**src/rtl/core/binary_min_heap_queue_unit_macros.svh**
```systemverilog
// assertion helpers for the heap queue
`ifndef BINARY_MIN_HEAP_QUEUE_UNIT_MACROS_SVH
`define BINARY_MIN_HEAP_QUEUE_UNIT_MACROS_SVH

// same-cycle implication, checked outside reset
`define BMHQ_ASSERT_NOW(label, ante, cons, msg) \
  label: assert property (@(posedge clk) disable iff (!rst_n) (ante) |-> (cons)) \
    else $error(msg);

// next-cycle implication, checked outside reset
`define BMHQ_ASSERT_NEXT(label, ante, cons, msg) \
  label: assert property (@(posedge clk) disable iff (!rst_n) (ante) |=> (cons)) \
    else $error(msg);

`endif

```
**src/rtl/core/bmhq_pkg.sv**
```systemverilog
package bmhq_pkg;

  localparam int DEF_CAPACITY = 256;
  localparam int ID_W         = 8;
  localparam int KEY_W        = 31;
  localparam int STATUS_W     = 2;
  localparam int COUNT_W      = 9;

  localparam logic MODE_PUSH = 1'b0;
  localparam logic MODE_POP  = 1'b1;

  localparam logic [STATUS_W-1:0] ST_OK    = 2'd0;
  localparam logic [STATUS_W-1:0] ST_EMPTY = 2'd1;
  localparam logic [STATUS_W-1:0] ST_FULL  = 2'd2;

  typedef struct packed {
    logic [ID_W-1:0]  id;
    logic [KEY_W-1:0] key;
  } entry_t;

  typedef logic [3:0] cmd_t;

  localparam cmd_t CMD_NONE      = 4'd0;
  localparam cmd_t CMD_LOAD      = 4'd1;
  localparam cmd_t CMD_ERR_FULL  = 4'd2;
  localparam cmd_t CMD_ERR_EMPTY = 4'd3;
  localparam cmd_t CMD_PUSH_INIT = 4'd4;
  localparam cmd_t CMD_POP_INIT  = 4'd5;
  localparam cmd_t CMD_RD_PARENT = 4'd6;
  localparam cmd_t CMD_UP_MOVE   = 4'd7;
  localparam cmd_t CMD_WRITE_MOV = 4'd8;
  localparam cmd_t CMD_POP_CAP   = 4'd9;
  localparam cmd_t CMD_RD_KIDS   = 4'd10;
  localparam cmd_t CMD_DN_MOVE_L = 4'd11;
  localparam cmd_t CMD_DN_MOVE_R = 4'd12;
  localparam cmd_t CMD_FINISH    = 4'd13;

  typedef logic [1:0] dn_t;

  localparam dn_t DN_STOP  = 2'd0;
  localparam dn_t DN_LEFT  = 2'd1;
  localparam dn_t DN_RIGHT = 2'd2;

  typedef struct packed {
    logic mode_pop;
    logic full;
    logic empty;
    logic pos_zero;
    logic up_less;
    logic left_in;
    dn_t  dn_dir;
    logic out_free;
  } stat_t;

endpackage

```
**src/rtl/core/bmhq_ctrl.sv**
```systemverilog
module bmhq_ctrl import bmhq_pkg::*; (
  input  logic  clk,
  input  logic  rst_n,
  input  logic  in_valid,
  output logic  in_ready,
  input  stat_t stat,
  output cmd_t  cmd
);

  localparam logic [2:0] S_IDLE    = 3'd0;
  localparam logic [2:0] S_DECIDE  = 3'd1;
  localparam logic [2:0] S_UP_CHK  = 3'd2;
  localparam logic [2:0] S_UP_CMP  = 3'd3;
  localparam logic [2:0] S_POP_CAP = 3'd4;
  localparam logic [2:0] S_DN_CHK  = 3'd5;
  localparam logic [2:0] S_DN_CMP  = 3'd6;
  localparam logic [2:0] S_FINISH  = 3'd7;

  logic [2:0] state_r, state_nxt;

  assign in_ready = state_r == S_IDLE;

  always_comb begin
    state_nxt = state_r;
    cmd       = CMD_NONE;
    case (state_r)
      S_IDLE: begin
        if (in_valid) begin
          cmd       = CMD_LOAD;
          state_nxt = S_DECIDE;
        end
      end
      S_DECIDE: begin
        if (stat.mode_pop == MODE_POP) begin
          if (stat.empty) begin
            cmd       = CMD_ERR_EMPTY;
            state_nxt = S_FINISH;
          end else begin
            // fetch root and last entry together
            cmd       = CMD_POP_INIT;
            state_nxt = S_POP_CAP;
          end
        end else if (stat.full) begin
          cmd       = CMD_ERR_FULL;
          state_nxt = S_FINISH;
        end else begin
          cmd       = CMD_PUSH_INIT;
          state_nxt = S_UP_CHK;
        end
      end
      S_UP_CHK: begin
        if (stat.pos_zero) begin
          cmd       = CMD_WRITE_MOV;
          state_nxt = S_FINISH;
        end else begin
          cmd       = CMD_RD_PARENT;
          state_nxt = S_UP_CMP;
        end
      end
      S_UP_CMP: begin
        if (stat.up_less) begin
          cmd       = CMD_UP_MOVE;
          state_nxt = S_UP_CHK;
        end else begin
          cmd       = CMD_WRITE_MOV;
          state_nxt = S_FINISH;
        end
      end
      S_POP_CAP: begin
        cmd       = CMD_POP_CAP;
        // heap now empty: nothing to sift
        state_nxt = stat.empty ? S_FINISH : S_DN_CHK;
      end
      S_DN_CHK: begin
        if (stat.left_in) begin
          cmd       = CMD_RD_KIDS;
          state_nxt = S_DN_CMP;
        end else begin
          cmd       = CMD_WRITE_MOV;
          state_nxt = S_FINISH;
        end
      end
      S_DN_CMP: begin
        case (stat.dn_dir)
          DN_LEFT: begin
            cmd       = CMD_DN_MOVE_L;
            state_nxt = S_DN_CHK;
          end
          DN_RIGHT: begin
            cmd       = CMD_DN_MOVE_R;
            state_nxt = S_DN_CHK;
          end
          default: begin
            cmd       = CMD_WRITE_MOV;
            state_nxt = S_FINISH;
          end
        endcase
      end
      S_FINISH: begin
        if (stat.out_free) begin
          cmd       = CMD_FINISH;
          state_nxt = S_IDLE;
        end
      end
      default: begin
        state_nxt = S_IDLE;
      end
    endcase
  end

  always_ff @(posedge clk) begin
    if (!rst_n) begin
      state_r <= S_IDLE;
    end else begin
      state_r <= state_nxt;
    end
  end

endmodule

```
**config.mk**
```make
export PLATFORM = sky130hd
export DESIGN_NAME = bmhq_ctrl
export DESIGN_NICKNAME = d
export VERILOG_FILES = /design/src/rtl/core/binary_min_heap_queue_unit_macros.svh /design/src/rtl/core/bmhq_pkg.sv /design/src/rtl/core/bmhq_ctrl.sv
export SDC_FILE = /design/constraint.sdc
export NUM_CORES = 1
export LEC_CHECK = 0
export ABC_CLOCK_PERIOD_IN_PS = 3250
export BUFFER_PORTS_ARGS = -buffer_cell sky130_fd_sc_hd__buf_2
export CAP_MARGIN = 15
export CORE_AREA = 2 2 39 41
export DETAILED_ROUTE_END_ITERATION = 12
export DIE_AREA = 0 0 41 43
export SLEW_MARGIN = 10
export SYNTH_ARGS = -nofsm -noshare
export SYNTH_HDL_FRONTEND = slang
export SYNTH_SLANG_ARGS = --single-unit
```
**constraint.sdc**
```tcl
create_clock -name clk -period 3.25 [get_ports clk]
set_clock_uncertainty 0.1 [all_clocks]
set_input_delay 0.65 -clock clk [delete_from_list [all_inputs] [get_ports clk]]
set_output_delay 0.65 -clock clk [all_outputs]
set_load 0.02 [all_outputs]
```
==> run summary, run 1 <==
Run status - finished, final reports clean
Via count - 437
DRC - 0
Startpoint class of the critical path - register
Area grow syn2layout - 22.1%
Share of cells above drive strength 1 - 30.6%
Crit Path Class - reg -> out
Leak pwr - 0.233 nW
Htree depth - 1
Drt pass-1 iters - 4
Worst-margin pin slew - 644 ps
Global Route Usage Sum - 11.8%
GP Congestion - 0.755
Crit path max-delay family - flip-flops
Final wirelength - 906 um
Die Span Y - 43 um
Final worst path period share - 74.5%
CTS sink count - 3
Fmax - 0.413 GHz
WL/cell - 10.3 um
VDD IR max - 0.157 mV
Min Tclk post-route - 2420 ps
Reg clk slew, reported paths - 40 ps
Syn Inst Count - 56
Slowest stage delay, CP - 720 ps
Storage cell area - 60.1 um^2
First-pass GRT wire length - 1440 um
Initial drt markers - 8
Clock buffer depth - 2
Layout Nets - 87
Worst Path Buf+Inv - 1
Post-route ant nets - 0
Crit-path cells - a21oi_1 > or3_1 > nand2_1 > buf_2
Hold_buf cts - 0
Syn nets - 70
Main synth FF type - dfxtp_1
CTS tree - built
GRT overflow - 0
FF+latch count, synth - 3
Root Driver - clkbuf_4
Final-report setup violation count - 0
Antenna cells - 0
Biggest regs - state_r: 3 flops
PwrDens - 534 nW/um^2
Slowest-stage cell, CP - dfxtp_1
Crit end category - primary output
Sum Neg Setup Slack - 0 ps
Max transition margin - 57.0%
# port buffers - 16
Worst Path Arrival - 1670 ps
CTS buffer count - 3
Fin util - 35.4%
Setup Fix Bufs, Post-CTS - 0
RSZ-0062 raised after global routing - no
Commonest non-fill, non-tap cell in the layout - buf_2
Asr flop ratio synth - 0%
Synth warn - 0
Synth unique cells - 27
Initial antenna violation count - 0
Max reg flops - 3
Core Box Area - 1380 um^2
Routed vias/inst - 4.97
Row count - 14
Most flops, register - state_r
CP Data Required Time - 2500 ps
IO Pins - 17
FILL cells - 157
Multi-input logic area - 293 um^2
Worst Path Max Fanout - 19
Die Span X - 41 um
Initial Utilization - 29.0%
Number of max-cap violations - 0
Post-synth EDFFs - 0
Final Hold Viols - 0
Largest net degree at the start of global routing - 20
Vias in the first global route - 361
# resized after CTS - 0
Register area share after synthesis - 15.0%
Synth Area per Inst - 7.17 um^2
Mapped cell area - 402 um^2
Die area - 1760 um^2
Final Max Tran Viols - 0
Most frequent cells in the layout - buf_2, nand2_1, o21ai_0, nor2_1
Hold WC Path Type - reg -> reg
Clock Latency Late Sink - 230 ps
[through the flow]
step | cells | cell area [um^2] | setup WS [ps] | hold WS [ps] | total power [W]
floorplan | 56 | 402 | 1160 | 371 | 0.000173
global placement | 84 | 464 | 968 | 549 | 0.000197
detailed placement | 84 | 464 | 964 | 558 | 0.000198
CTS | 88 | 490 | 810 | 566 | 0.000267
global route | 88 | 490 | 687 | 603 | 0.000284
finish | 88 | 490 | 829 | 572 | 0.000262
[worst min-delay path, delay by kind of cell (launching register included)]
kind	cells	cell delay (ps)
buf+inv	1	140
flops	1	410
compound gates	1	70
[layer usage]
layer	share of wire, %	vias to the layer above	GRT usage (%)
li1	-	233	-
met1	50	192	16.3
met2	44	12	17.2
met3	5.2	0	1.57
met4	0	0	6.00
met5	0	-	0
[cell usage after synthesis, drive strengths merged, types with 2 or more instances]
| cell type | count | area (um^2) |
|---|---|---|
| nor3 | 2 | 10.0 |
| o21a | 2 | 15.0 |
| dfxtp | 3 | 60.1 |
| o21ai | 7 | 35.0 |
| nor2 | 5 | 26.3 |
| mux2 | 2 | 26.3 |
| ha | 2 | 25.0 |
| a21oi | 3 | 15.0 |
| nand3b | 2 | 15.0 |
| a31oi | 2 | 12.5 |
| buf | 4 | 37.5 |
| inv | 3 | 11.3 |
| nand2 | 9 | 33.8 |
[cell families after synthesis]
logic type / synth area share [%]
AND/OR/NAND/NOR: 26.2
AO/OA/AOI/OAI: 31.5
buffers and inverters: 12.1
multiplexers: 9.03
flip-flops: 15.0
adder cells (fa/ha/maj): 6.23
[power breakdown]
| part | switching (W) | total (W) | leakage, nW | internal (W) |
|---|---|---|---|---|
| Sequential | 0.0000303 | 0.0000750 | 0.0250 | 0.0000446 |
| Clock | 0.0000186 | 0.0000645 | 0.0150 | 0.0000460 |
| Combinational | 0.0000664 | 0.000122 | 0.193 | 0.0000559 |
| Total | 0.000115 | 0.000262 | 0.233 | 0.000147 |
[cell type report]
cell class	count	area share, %
multi-input cells	46	59.7
repair buffers	16	16.3
flip-flops and latches	3	12.2
clock buffers	4	5.36
well taps	16	4.08
inverters	3	2.30
[final timing paths]
kind         slack [ps]                     from                       to  depth (start not counted)
max                 830  state_r[0]$_SDFFE_PN0P_                   cmd[1]                          4
min                 570  state_r[1]$_SDFFE_PN0P_  state_r[1]$_SDFFE_PN0P_                          2
max reg2reg        1790  state_r[2]$_SDFFE_PN0P_  state_r[0]$_SDFFE_PN0P_                          4
min reg2reg         570  state_r[1]$_SDFFE_PN0P_  state_r[1]$_SDFFE_PN0P_                          2
No activity file was read; power rests on OpenSTA's default activity.
==> run 2, diff against run 1 <==
ABC_CLOCK_PERIOD_IN_PS = 2070   (was 3250)
clock period = 2.07 ns   (was 3.25 ns; I/O delays follow)
==> run 2 against run 1 <==
Against the previous run: non-clock buffer count unchanged; core utilization is 0.45 points higher; via count shrank 3.2%; total power grew 59%; critical path depth unchanged; global-route usage increased by 0.50 points; critical endpoint unchanged; sequential power increased by 60%; routed wire length rose by 0.66%; first-iteration DRC count unchanged; die area is the same; sequential cell count is the same; count of clock-buffer cells in the layout did not move.
==> run summary, run 2 (synthesis results as in run 1) <==
IO Pins - 17 (unchanged)
Via count - 423 (was 437)
Initial antenna violation count - 0 (unchanged)
Post-route ant nets - 0 (unchanged)
Most frequent cells in the layout - buf_2, nand2_1, o21ai_0 (was buf_2, nand2_1, o21ai_0, nor2_1)
Core Box Area - 1380 um^2 (unchanged)
Largest net degree at the start of global routing - 20 (unchanged)
CP Data Required Time - 1560 ps (was 2500 ps)
Max reg flops - 3 (unchanged)
Worst Reg2Reg Path Length in Cells - 4 (unchanged)
R2r startpoint - state_r[2]$_SDFFE_PN0P_ (unchanged)
Antenna cells - 0 (unchanged)
Commonest non-fill, non-tap cell in the layout - buf_2 (unchanged)
Root Driver - clkbuf_4 (unchanged)
Final worst path period share - 93.2%
Number of max-cap violations - 0 (unchanged)
CTS tree - built (unchanged)
CTS buffer count - 3 (unchanged)
Hold WC Path Type - in -> reg (was reg -> reg)
VDD IR max - 0.289 mV (was 0.157 mV)
GRT overflow - 0 (unchanged)
Endpoint, Worst Hold - state_r[0]$_SDFFE_PN0P_ (was state_r[1]$_SDFFE_PN0P_)
Sum Neg Setup Slack - 0 ps (unchanged)
Post-DP Area - 464 um^2 (unchanged)
Htree depth - 1 (unchanged)
First-pass GRT wire length - 1480 um (was 1440 um)
Run status - finished, final reports clean (unchanged)
Routed vias/inst - 4.81 (was 4.97)
Placed insts - 84 (unchanged)
Biggest regs - state_r: 3 flops (unchanged)
Hold Path Depth - 3 (was 2)
Startpoint class of the critical path - register (unchanged)
Worst Path Max Fanout - 19 (unchanged)
Row count - 14 (unchanged)
Setup Fix Bufs, Post-CTS - 0 (unchanged)
Met3 WL - 48 um (was 47 um)
CTS sink count - 3 (unchanged)
Share of cells above drive strength 1 - 36.1% (was 30.6%)
Max transition margin - 77.0% (was 57.0%)
Final wirelength - 912 um (was 906 um)
# port buffers - 16 (unchanged)
Metal2 WL - 417 um (was 402 um)
Final-report setup violation count - 0 (unchanged)
Crit Path Class - reg -> out (unchanged)
Initial Utilization - 29.0% (unchanged)
Die Span X - 41 um (unchanged)
DRC - 0 (unchanged)
Reg clk slew, reported paths - 40 ps (about the same)
Leak pwr - 0.234 nW (was 0.233 nW)
WL/cell - 10.4 um (was 10.3 um)
Final Max Tran Viols - 0 (unchanged)
Drt pass-1 iters - 4 (unchanged)
Die Span Y - 43 um (unchanged)
Initial drt markers - 8 (unchanged)
# resized after CTS - 1 (was 0)
Highest routed layer - met3 (unchanged)
Worst Path Arrival - 1420 ps (was 1670 ps)
Worst-margin pin slew - 346 ps (was 644 ps)
Final Hold Viols - 0 (unchanged)
Layout Nets - 87 (unchanged)
Reg2reg end - state_r[0]$_SDFFE_PN0P_ (unchanged)
Clock Latency Late Sink - 230 ps (about the same)
Met1 wire length - 446 um (was 456 um)
Post-route design area - 497 um^2 (was 490 um^2)
Min Tclk post-route - 1930 ps
Clock buffer depth - 2 (unchanged)
Vias in the first global route - 377 (was 361)
Most flops, register - state_r (unchanged)
FILL cells - 151 (was 157)
Global Route Usage Sum - 12.3% (was 11.8%)
GP Congestion - 0.795 (was 0.755)
RSZ-0062 raised after global routing - no (unchanged)
PwrDens - 838 nW/um^2 (was 534 nW/um^2)
R2R setup slack - 810 ps (was 1790 ps)
Crit end category - primary output (unchanged)
DP Wirelength - 673 um
Fmax - 0.518 GHz
Hold_sp - rst_n (was state_r[1]$_SDFFE_PN0P_)
Non-Filler Instances - 88 (unchanged)
Hold_buf cts - 0 (unchanged)
Area grow syn2layout - 23.7% (was 22.1%)
Die area - 1760 um^2 (unchanged)
[run 2: cell counts in the layout (fill, tap and decap cells not counted)]
Identical to the previous run, type by type.
[run 2: final cells by class]
type / count / area (um^2) / share of cell area, %
Multi-Input combinational cell: 46 / 295 / 59.4
Timing Repair Buffer: 16 / 80.1 / 16.1
Sequential cell: 3 / 63.8 / 12.8
Clock buffer: 4 / 26.3 / 5.29
Tap cell: 16 / 20.0 / 4.03
Inverter: 3 / 11.3 / 2.27
[run 2: through the flow]
step / setup slack (ps) / power [W] / util [%] / hold WS, ps
2_1_floorplan: 451 / 0.000272 / - / 371
3_3_place_gp: 191 / 0.000310 / 33.5 / 568
3_5_place_dp: 164 / 0.000310 / 33.5 / 575
4_1_cts: 4.37 / 0.000418 / 35.5 / 320
5_1_grt: 49.0 / 0.000453 / 35.9 / 355
6_report: 140 / 0.000416 / 35.9 / 326
[run 2: critical path, cell delays in order, from the launching register on]
cell	delay, ps
dfxtp_2	530
a21oi_1	100
or3_1	330
nand2_1	60
buf_2	160
[run 2: worst max path at each step]
stage                                        from      to  slack [ps]  cells after the start
after global placement    state_r[0]$_SDFFE_PN0P_  cmd[1]         190                      4
after global routing      state_r[0]$_SDFFE_PN0P_  cmd[1]          50                      4
after floorplan                           stat[8]  cmd[2]         450                      3
after detailed placement  state_r[0]$_SDFFE_PN0P_  cmd[1]         160                      4
final                     state_r[0]$_SDFFE_PN0P_  cmd[1]         140                      4
after CTS                 state_r[1]$_SDFFE_PN0P_  cmd[1]           4                      4
[run 2: power by group]
group / total (W) / internal (W) / switching, W / leakage (nW)
sequential: 0.000120 / 0.0000729 / 0.0000470 / 0.0258
clock: 0.000103 / 0.0000723 / 0.0000311 / 0.0150
combinational: 0.000193 / 0.0000886 / 0.000105 / 0.193
total: 0.000416 / 0.000234 / 0.000183 / 0.234
[run 2: routing by layer]
layer	global-route usage, %	vias up
met5	0	-
met4	10.0	0
met3	0	0
met2	16.9	14
met1	17.3	178
li1	-	231
